## config.mk

```make
export PLATFORM = sky130hd
export DESIGN_NAME = pnrh_queue
export DESIGN_NICKNAME = d
export VERILOG_FILES = /design/src/pnrh_queue.sv
export SDC_FILE = /design/constraint.sdc
export NUM_CORES = 1
export LEC_CHECK = 0
export BUFFER_PORTS_ARGS = -buffer_cell sky130_fd_sc_hd__buf_2
export CORE_ASPECT_RATIO = 0.5
export CORE_MARGIN = 4
export CORE_UTILIZATION = 51
export DETAILED_ROUTE_END_ITERATION = 8
export PLACE_DENSITY = 0.74
export SLEW_MARGIN = 20
export SYNTH_ARGS = -nofsm -noshare
export SYNTH_HDL_FRONTEND = slang
export SYNTH_SLANG_ARGS = --single-unit
```

## constraint.sdc

```tcl
create_clock -name clk -period 2.1 [get_ports clk]
set_input_delay 0 -clock clk [delete_from_list [all_inputs] [get_ports clk]]
set_output_delay 0 -clock clk [all_outputs]
set_load 0.05 [all_outputs]
```

## src/pnrh_queue.sv

```systemverilog
`timescale 1ns / 1ps

// Small FIFO between front and back.
module pnrh_queue #(
  parameter int DATA_W = 32
) (
  input  logic              clk,
  input  logic              rst_n,
  input  logic              push,
  input  logic [DATA_W-1:0] push_data,
  output logic              full,
  input  logic              pop,
  output logic              nonempty,
  output logic [DATA_W-1:0] pop_data
);

  localparam int DEPTH = 4;
  localparam int AW    = $clog2(DEPTH);

  logic [DATA_W-1:0] mem_r [DEPTH];
  logic [AW-1:0]     wr_ptr_r, rd_ptr_r;
  logic [AW:0]       count_r;
  logic              do_push, do_pop;

  assign full     = count_r == (AW+1)'(DEPTH);
  assign nonempty = count_r != '0;
  assign do_push  = push && !full;
  assign do_pop   = pop && nonempty;
  assign pop_data = mem_r[rd_ptr_r];

  always_ff @(posedge clk) begin
    if (do_push) begin
      mem_r[wr_ptr_r] <= push_data;
    end
  end

  always_ff @(posedge clk) begin
    if (!rst_n) begin
      wr_ptr_r <= '0;
      rd_ptr_r <= '0;
      count_r  <= '0;
    end else begin
      if (do_push) begin
        wr_ptr_r <= wr_ptr_r + AW'(1);
      end
      if (do_pop) begin
        rd_ptr_r <= rd_ptr_r + AW'(1);
      end
      case ({do_push, do_pop})
        2'b10:   count_r <= count_r + (AW+1)'(1);
        2'b01:   count_r <= count_r - (AW+1)'(1);
        default: count_r <= count_r;
      endcase
    end
  end

endmodule

```

==> impl_metrics.env <==
export IMPL_clock_latency_ns=0.41
export IMPL_synthCells=219
export IMPL_min_path_type="input pin to register"
export IMPL_dp_hpwl_mm=5.48
export IMPL_grt_use_total_pct=16.9
export IMPL_grt_use_met2_pct=29.1
export IMPL_power_switching_w=0.00297
export IMPL_slew_headroom_pct=75.5
export IMPL_yosys_warnings=0
export IMPL_drc=0
export IMPL_routabilityCongestion=0.699
export IMPL_post_drt_wl_per_cell_um=18.3
export IMPL_fin_cells=489
export IMPL_io_buffers=69
export IMPL_rsz0062_at_grt="false"
export IMPL_fmax_mhz=517
export IMPL_fp_dieW_um=150
export IMPL_cts_buffers_inserted=17
export IMPL_die_y_um=79.1
export IMPL_p_seq_share_pct=39.0
export IMPL_vias=2501
export IMPL_design_area_mm2=0.00661
export IMPL_switching_share_pct=33.8
export IMPL_drv_cap=0
export IMPL_path_clk_slew_ns=0.06
export IMPL_drt_pre_antenna_iters=4
export IMPL_clock_skew_ns=0.00869
export IMPL_grt_pass1_wl_mm=14.5
export IMPL_status="finished, final reports clean"
export IMPL_gr_usage_met1_pct=20.0
export IMPL_avgSynthCellArea_um2=23.5
export IMPL_grt_max_degree=23
export IMPL_grt_pass1_vias=2749
export IMPL_cts_root_buf="clkbuf_16"
export IMPL_synth_area_mm2=0.00516
export IMPL_worstSetupPathType="register to output pin"
export IMPL_ys_ff_latch=137
export IMPL_setup_viol=0
export IMPL_start_kind="register"
export IMPL_core_mm2=0.00963
export IMPL_crit_required_ns=2.10
export IMPL_drt_antenna_violating_nets=0
export IMPL_tightest_slew_ns=0.368
export IMPL_post_cts_buffers=0
export IMPL_htree_levels=4
export IMPL_cts_tree="done"
export IMPL_crit_fanout=19
export IMPL_ios=70
export IMPL_drt_total_wl_mm=8.95
export IMPL_rows=25
export IMPL_power_leakage_nw=2.28
export IMPL_maxSlewViolCount=0
export IMPL_place_area_mm2=0.00574
export IMPL_n_antenna_cell=0
export IMPL_grt_busiest_layer="met2"
export IMPL_via_per_inst=5.11
export IMPL_p_per_area_mw_per_mm2=1330
export IMPL_antenna_found_initial=0
export IMPL_synth_nets=261
export IMPL_fin_crit_sh_pct=92.1
export IMPL_overflow=0
export IMPL_critPathArrivalTime_ns=1.93
export IMPL_area_delta_synth_final_pct=28.2
export IMPL_post_route_min_period_ns=1.93
export IMPL_ys_seq_area_share_pct=78.0
export IMPL_critPathCaptureType="output pin"
export IMPL_met3_usage_pct=5.82
export IMPL_yosysUniqueCellTypes=23
export IMPL_initial_utilization_pct=53.5
export IMPL_hold_viol_final=0
export IMPL_comb_power_share_pct=30.9
export IMPL_clock_power_share_pct=30.2
export IMPL_drive_above_1_share_pct=43.2
export IMPL_drt_iter0_markers=182
export IMPL_power_internal_w=0.00583
export IMPL_die_area_mm2=0.0119
export IMPL_max_vdd_ir_drop_mv=0.604
export IMPL_cts_buffer_depth=2
export IMPL_dp_cells=425
export IMPL_cts_sinks=137
export IMPL_layout_nets=384
timing repair:
item | CTS | global route
setup endpoints to repair | 0 | 2
resized for setup | 0 | 1
endpoints found under the hold margin | 137 | 0
hold buffers | 33 | 0
metrics by stage:
step           setup TNS, ns  power, W  setup WS (ns)  hold slack (ns)  utilization, %
3_3_place_gp               0   0.00612          0.231            0.211            59.6
5_1_grt                    0   0.00918         0.0425           0.0470            68.6
4_1_cts                    0   0.00892         0.0821           0.0571            68.6
6_report                   0   0.00881          0.166           0.0667            68.6
2_1_floorplan         -0.241   0.00568         -0.189           0.0989               -
3_5_place_dp               0   0.00619         0.0969            0.218            59.6
layout make-up:
type | count | area (um^2)
Multi-Input combinational cell | 67 | 1040
Timing Repair Buffer | 113 | 808
Clock inverter | 14 | 110
Clock buffer | 17 | 425
Inverter | 6 | 22.5
Tap cell | 135 | 169
Sequential cell | 137 | 4030
Fill cell | 636 | 3020
power groups by stage:
| stage | clock network, W | registers, W | logic [W] |
|---|---|---|---|
| final | 0.00266 | 0.00343 | 0.00272 |
| after global routing | 0.00285 | 0.00346 | 0.00288 |
| after CTS | 0.00272 | 0.00343 | 0.00276 |
| after detailed placement | 0 | 0.00348 | 0.00271 |
| after global placement | 0 | 0.00346 | 0.00267 |
| after floorplan | 0 | 0.00344 | 0.00224 |
critical path: stages (launching register included):
cell and delay (ns):
dfxtp_2 0.33, buf_4 0.34, mux4_1 0.63, buf_2 0.23
cell usage after synthesis:
master	instances	area (um^2)
a21boi_0	1	7.51
and2_1	7	43.8
buf_12	3	60.1
buf_2	4	20.0
buf_6	1	11.3
clkbuf_1	1	3.75
dfxtp_1	9	180
edfxtp_1	128	3840
fa_1	1	20.0
ha_1	5	62.6
inv_1	6	22.5
mux2i_1	2	20.0
mux4_1	2	52.6
mux4_2	30	676
nand2_1	5	18.8
nor2b_1	3	18.8
nor3b_2	1	12.5
o21ai_0	2	10.0
o311ai_2	1	16.3
o31a_1	1	8.76
or3_1	2	12.5
xnor2_1	3	26.3
xor2_1	1	8.76
cells in the final DEF (no fill, tap or decap), types with 2 or more instances in the layout:
cell type | Yosys | final
clkinvlp_4 | 0 | 5
mux4_1 | 2 | 2
clkinv_1 | 0 | 4
inv_2 | 0 | 2
dfxtp_2 | 0 | 4
dlygate4sd3_1 | 0 | 33
buf_4 | 0 | 7
and2_1 | 7 | 3
buf_12 | 3 | 4
or3_1 | 2 | 2
inv_1 | 6 | 4
buf_2 | 4 | 69
clkinv_4 | 0 | 2
and2_2 | 0 | 4
clkinv_2 | 0 | 2
nor2b_1 | 3 | 2
mux4_2 | 30 | 30
nand2_1 | 5 | 5
ha_1 | 5 | 4
clkbuf_16 | 0 | 17
mux2i_1 | 2 | 2
xnor2_1 | 3 | 3
edfxtp_1 | 128 | 128
dfxtp_1 | 9 | 4
path summary, 6_finish.rpt:
| kind | depth (start not counted) | end | startpoint | slack, ns |
|---|---|---|---|---|
| worst max register to register | 9 | count_r[2]$_SDFFE_PN0P_ | count_r[2]$_SDFFE_PN0P_ | 0.17 |
| worst max-delay path | 3 | pop_data[22] | register | 0.17 |
| worst min register to register | 2 | wr_ptr_r[0]$_SDFFE_PN0P_ | wr_ptr_r[0]$_SDFFE_PN0P_ | 0.52 |
| worst min-delay path | 3 | wr_ptr_r[1]$_SDFFE_PN0P_ | push | 0.07 |
flip-flops by register name (all words and copies together), names as in the netlist, named ones only:
| register | cells |
|---|---|
| count_r | 3 |
| rd_ptr_r | 2 |
| mem_r | 128 |
| wr_ptr_r | 2 |
per-layer routing:
metal | routed length [um] | vias up
met1 | 3690 | 1277
met3 | 382 | 9
met5 | 0 | -
li1 | - | 1153
met2 | 4790 | 62
met4 | 89 | 0
cells by family after synthesis:
logic type      after synthesis  share of synthesized area, %
flops                       137                          78.0
mux                          34                          14.5
simple gates                 18                          2.06
buf+inv                      15                          2.28
fa+ha+maj                     6                          1.60
compound gates                5                         0.825
xor+xnor                      4                         0.680
Note: power is estimated with default switching activity, not from simulation.
