**config.mk**
```make
export PLATFORM = sky130hd
export DESIGN_NAME = pnrh_front
export DESIGN_NICKNAME = d
export VERILOG_FILES = /design/src/pnrh_pkg.sv /design/src/pnrh_front.sv
export SDC_FILE = /design/constraint.sdc
export NUM_CORES = 1
export LEC_CHECK = 0
export ABC_AREA = 1
export BUFFER_PORTS_ARGS = -buffer_cell sky130_fd_sc_hd__buf_2
export CELL_PAD_IN_SITES_DETAIL_PLACEMENT = 0
export CELL_PAD_IN_SITES_GLOBAL_PLACEMENT = 2
export CORE_MARGIN = 3
export CORE_UTILIZATION = 28
export CTS_CLUSTER_DIAMETER = 30
export DETAILED_ROUTE_END_ITERATION = 6
export PLACE_DENSITY_LB_ADDON = 0.25
export SYNTH_ARGS = -nofsm -noshare
export SYNTH_HDL_FRONTEND = slang
export SYNTH_SLANG_ARGS = --single-unit
export TNS_END_PERCENT = 30
```
**constraint.sdc**
```tcl
create_clock -name clk -period 9.8 [get_ports clk]
set_input_delay 1.96 -clock clk [delete_from_list [all_inputs] [get_ports clk]]
set_output_delay 1.96 -clock clk [all_outputs]
set_load 0.03 [all_outputs]
```
**src/pnrh_pkg.sv**
```systemverilog
`timescale 1ns / 1ps

package pnrh_pkg;

  // configuration port
  localparam int CFG_ADDR_W = 1;
  localparam int CFG_DATA_W = 16;

  localparam logic [CFG_ADDR_W-1:0] CFG_HOLD_INTERVAL = 1'b0;
  localparam logic [CFG_ADDR_W-1:0] CFG_HOLD_LEVEL    = 1'b1;

  localparam logic [15:0] HOLD_INTERVAL_RST = 16'd25100;
  localparam logic [15:0] HOLD_LEVEL_RST    = 16'd16384;

  typedef struct packed {
    logic [15:0] hold_interval;
    logic [15:0] hold_level;
  } cfg_regs_t;

  // filter state: 40 bit signed, 24 fraction bits
  localparam int STATE_W    = 40;
  localparam int STATE_FRAC = 24;

  // coefficients, unsigned, 22 fraction bits (white gain: 24 fraction bits)
  localparam int COEF_W    = 23;
  localparam int COEF_FRAC = 22;

  localparam logic [COEF_W-1:0] POLE_SLOW  = 23'd4184447;
  localparam logic [COEF_W-1:0] GAIN_SLOW  = 23'd415429;
  localparam logic [COEF_W-1:0] POLE_MID   = 23'd4039115;
  localparam logic [COEF_W-1:0] GAIN_MID   = 23'd1243680;
  localparam logic [COEF_W-1:0] POLE_FAST  = 23'd2390753;
  localparam logic [COEF_W-1:0] GAIN_FAST  = 23'd4415307;
  localparam logic [COEF_W-1:0] GAIN_WHITE = 23'd3100430;

  // rounded white term fits well inside 25 bits
  localparam int WTERM_W = 25;

endpackage

```
**src/pnrh_front.sv**
```systemverilog
`timescale 1ns / 1ps

// Tick counter and sample-and-hold. Runs once per accepted input word.
module pnrh_front #(
  parameter int SAMPLE_WIDTH = 16
) (
  input  logic                           clk,
  input  logic                           rst_n,
  input  pnrh_pkg::cfg_regs_t            cfg,
  input  logic                           acc_en,
  input  logic signed [SAMPLE_WIDTH-1:0] hold_random,
  output logic signed [SAMPLE_WIDTH-1:0] held_nxt_o
);

  localparam int SW = SAMPLE_WIDTH;
  localparam int PW = SW + 17;

  localparam logic [PW-1:0] OFFS = PW'(1) << (SW + 14);
  localparam logic [PW-1:0] HALF = PW'(1) << 14;
  localparam logic signed [SW+1:0] HMAX = (SW+2)'((1 << (SW - 1)) - 1);
  localparam logic signed [SW+1:0] HMIN = -(SW+2)'(1 << (SW - 1));

  logic [15:0]                  tick_r, tick_nxt, tick_inc;
  logic signed [SW-1:0]         held_r, held_nxt;
  logic                         reload;
  logic [SW-1:0]                h_off;
  logic [SW+15:0]               prod;
  logic signed [PW-1:0]         biased;
  logic signed [SW+1:0]         q;
  logic signed [SW-1:0]         sampled;

  // h + 1.0 is h with the sign bit flipped, taken as unsigned
  assign h_off  = {~hold_random[SW-1], hold_random[SW-2:0]};
  assign prod   = cfg.hold_level * h_off;
  assign biased = $signed({1'b0, prod} - OFFS + HALF);
  assign q      = biased[PW-1:15];

  always_comb begin
    if (q > HMAX) begin
      sampled = HMAX[SW-1:0];
    end else if (q < HMIN) begin
      sampled = HMIN[SW-1:0];
    end else begin
      sampled = q[SW-1:0];
    end
  end

  assign tick_inc = tick_r + 16'd1;
  assign reload   = tick_inc > cfg.hold_interval;

  always_comb begin
    tick_nxt = tick_r;
    held_nxt = held_r;
    if (acc_en) begin
      tick_nxt = reload ? '0 : tick_inc;
      held_nxt = reload ? sampled : held_r;
    end
  end

  // the word carries the held value after this tick's reload
  assign held_nxt_o = held_nxt;

  always_ff @(posedge clk) begin
    if (!rst_n) begin
      tick_r <= '0;
      held_r <= '0;
    end else begin
      tick_r <= tick_nxt;
      held_r <= held_nxt;
    end
  end

endmodule

```
==> impl_metrics.env <==
export IMPL_status="complete, no violations"
export IMPL_rsz0062_at_grt="yes"
export IMPL_cp_end_kind="output port"
export IMPL_ys_types=34
export IMPL_die_area_um2=43100
export IMPL_die_h_um=208
export IMPL_reg2reg_depth=21
export IMPL_synth_main_ff_cell="dfxtp_1"
export IMPL_ant_nets=0
export IMPL_holdPathStages=2
export IMPL_clk_latency_ps=280
export IMPL_register_area_um2=641
export IMPL_fillers=4366
export IMPL_finClkSkew_ps=7.72
export IMPL_finalCriticalPeriod_ps=9460
export IMPL_critPathRequiredTime_ps=7840
export IMPL_htree_levels=2
export IMPL_synth_seq_area_share_pct=5.63
export IMPL_grt_use_total_pct=15.0
export IMPL_yosysMostFrequentCell="inv_1"
export IMPL_fin_setup_tns_ps=0
export IMPL_ys_async_sr_fraction_pct=0
export IMPL_cts_tree="built"
export IMPL_grt_max_degree=33
export IMPL_cp_common_cell="fa_1"
export IMPL_cts_buffers=5
export IMPL_holdPathEnd="tick_r[15]$_SDFFE_PN0P_"
export IMPL_startpoint_type="primary input"
export IMPL_die_w_um=208
export IMPL_drive_above_1_share_pct=14.7
export IMPL_critical_path_slowest_cell="fa_1"
export IMPL_finalMaxSlewViolations=0
export IMPL_critPathKind="in2out"
export IMPL_viasPerCell=4.28
export IMPL_synth_common_cells="inv_1 (443), nand2_1 (437), fa_1 (193), ha_1 (134), nor2_1 (75)"
export IMPL_crit_path_max_incr_delay_ps=620
export IMPL_setup_viol=0
export IMPL_root_buffer="clkbuf_16"
export IMPL_dp_hpwl_um=27400
export IMPL_path_max_fanout=10
export IMPL_r2r_slack_ps=6040
export IMPL_fmax_ghz=0.106
export IMPL_yosysTopAreaCell="fa_1"
export IMPL_synth_top_area_share_pct=34.0
export IMPL_final_nets=2051
export IMPL_io_pins=67
export IMPL_period_share_pct=96.5
export IMPL_tightestPinTransition_ps=547
export IMPL_synth_area_um2=11400
export IMPL_path_clk_slew_ps=60
export IMPL_hold_class="reg2reg"
export IMPL_vias=9400
export IMPL_multi_input_area_um2=9050
export IMPL_coreArea_um2=39900
export IMPL_antenna_found_initial=0
export IMPL_fp_row_count=73
export IMPL_first_global_vias=10100
export IMPL_drcViolationCount=0
export IMPL_synth_seq_cells=32
export IMPL_hold_path_startpoint="tick_r[15]$_SDFFE_PN0P_"
export IMPL_syn_nets=1977
export IMPL_synthCells=1599
export IMPL_diodes=0
export IMPL_drv_cap=0
export IMPL_wl_per_cell_um=14.2
export IMPL_avgSynthCellArea_um2=7.11
export IMPL_gp_congestion=0.814
export IMPL_regToRegStartpoint="tick_r[0]$_SDFFE_PN0P_"
export IMPL_post_route_util_pct=32.8
export IMPL_initial_core_util_pct=28.5
export IMPL_drtIter0Drc=343
export IMPL_synth_area_leaders="fa_1 (34%), ha_1 (15%), inv_1 (15%), nand2_1 (14%), dfxtp_1 (5.6%)"
export IMPL_arrival_ps=7500
export IMPL_clock_path_buffers=2
export IMPL_cts_num_sinks=32
export IMPL_io_buffers=66
export IMPL_ys_warnings_count=0
export IMPL_finalHoldViolations=0
export IMPL_drt_first_pass_iters=5
export IMPL_r2r_end="held_r[12]$_SDFF_PN0_"
export IMPL_overflow=0
export IMPL_slew_headroom_pct=63.5
export IMPL_grt_pass1_wl_um=53200
export IMPL_synth_edf_count=0
export IMPL_synthToLayoutAreaGrowth_pct=15.0
export IMPL_drt_wl_total_um=31200
export IMPL_postCtsHoldBufs=0
[registers in the layout, summed over array words and instances, names as in the netlist]
name    cells
tick_r     16
held_r     16
[placed cells by master, fill, tap and decap left out, types with 2 or more instances in the layout]
cell and instances:
xor2_1 19, ha_1 127, o211ai_1 2, nand2_8 4, nand2_1 429, o21bai_2 2, xor2_2 2, dfxtp_1 32
and2_1 2, clkbuf_4 12, a31oi_1 2, o21a_1 6, a21oi_1 50, o21bai_1 3, ha_4 5, fa_2 6
inv_1 442, nand3_1 17, o21ai_0 16, inv_2 4, nand3b_1 2, nand4_1 5, xnor2_1 7, ha_2 2
fa_1 187, nor2_4 2, nor2_2 16, buf_6 5, nor2_1 68, nor3_1 6, buf_2 44, clkbuf_16 5
nand2_2 31, a21oi_2 9, nand2_4 3, a21o_1 2, or2_2 15, buf_4 72
[per-stage QoR]
step	hold WS (ps)	std cells	setup WS, ps	cell area [um2]
floorplan	452	1599	352	11400
global placement	464	2188	-5.12	12600
detailed placement	471	2188	-10.2	12600
CTS	480	2195	13.8	12700
global route	509	2198	-25.6	13100
finish	478	2198	344	13100
[worst max-delay path, delay by kind of cell]
family	cells	cell delay, ps
AO/OA/AOI/OAI	2	380
AND/OR/NAND/NOR	11	1070
buffers and inverters	7	700
adder cells (fa/ha/maj)	7	3410
[area by class of cell]
cell class              count  area share (%)
inverters                 446            12.8
multi-input cells        1054            69.2
well taps                 525            5.02
clock buffers               5           0.956
clock inverters             2          0.0956
flip-flops and latches     32            4.90
repair buffers            134            7.05
[cell families (layout without fill, tap and decap cells)]
| kind of cell | Yosys count | in the layout | share of synthesized area (%) |
|---|---|---|---|
| AO/OA/AOI/OAI | 96 | 96 | 4.63 |
| XOR/XNOR | 28 | 28 | 2.16 |
| adder cells (fa/ha/maj) | 327 | 327 | 48.7 |
| buffers and inverters | 514 | 587 | 17.1 |
| flip-flops | 32 | 32 | 5.63 |
| AND/OR/NAND/NOR | 602 | 603 | 21.7 |
[how the worst max path moves through the flow]
stage	from	endpoint	slack, ps
floorplan	cfg[4]	held_nxt_o[10]	350
CTS	cfg[5]	held_nxt_o[0]	10
global placement	cfg[5]	held_nxt_o[6]	-5
global route	cfg[4]	held_nxt_o[2]	-30
finish	hold_random[13]	held_nxt_o[6]	340
detailed placement	cfg[5]	held_nxt_o[0]	-10
[layer usage]
| metal | track usage [%] | wire, um |
|---|---|---|
| met5 | 0 | 0 |
| met2 | 24.5 | 14200 |
| met4 | 2.39 | 400 |
| met1 | 22.3 | 15800 |
| met3 | 0.922 | 791 |
[what timing repair did]
item | in CTS | in global routing
setup buffers | 0 | 2
gates resized for setup | 1 | 96
setup endpoints to repair | 15 | 16
cloned | 0 | 1
pin swaps | 0 | 26
Power is not shown: default switching activity piles up to over one toggle a cycle in this logic, so the estimate is an artifact.
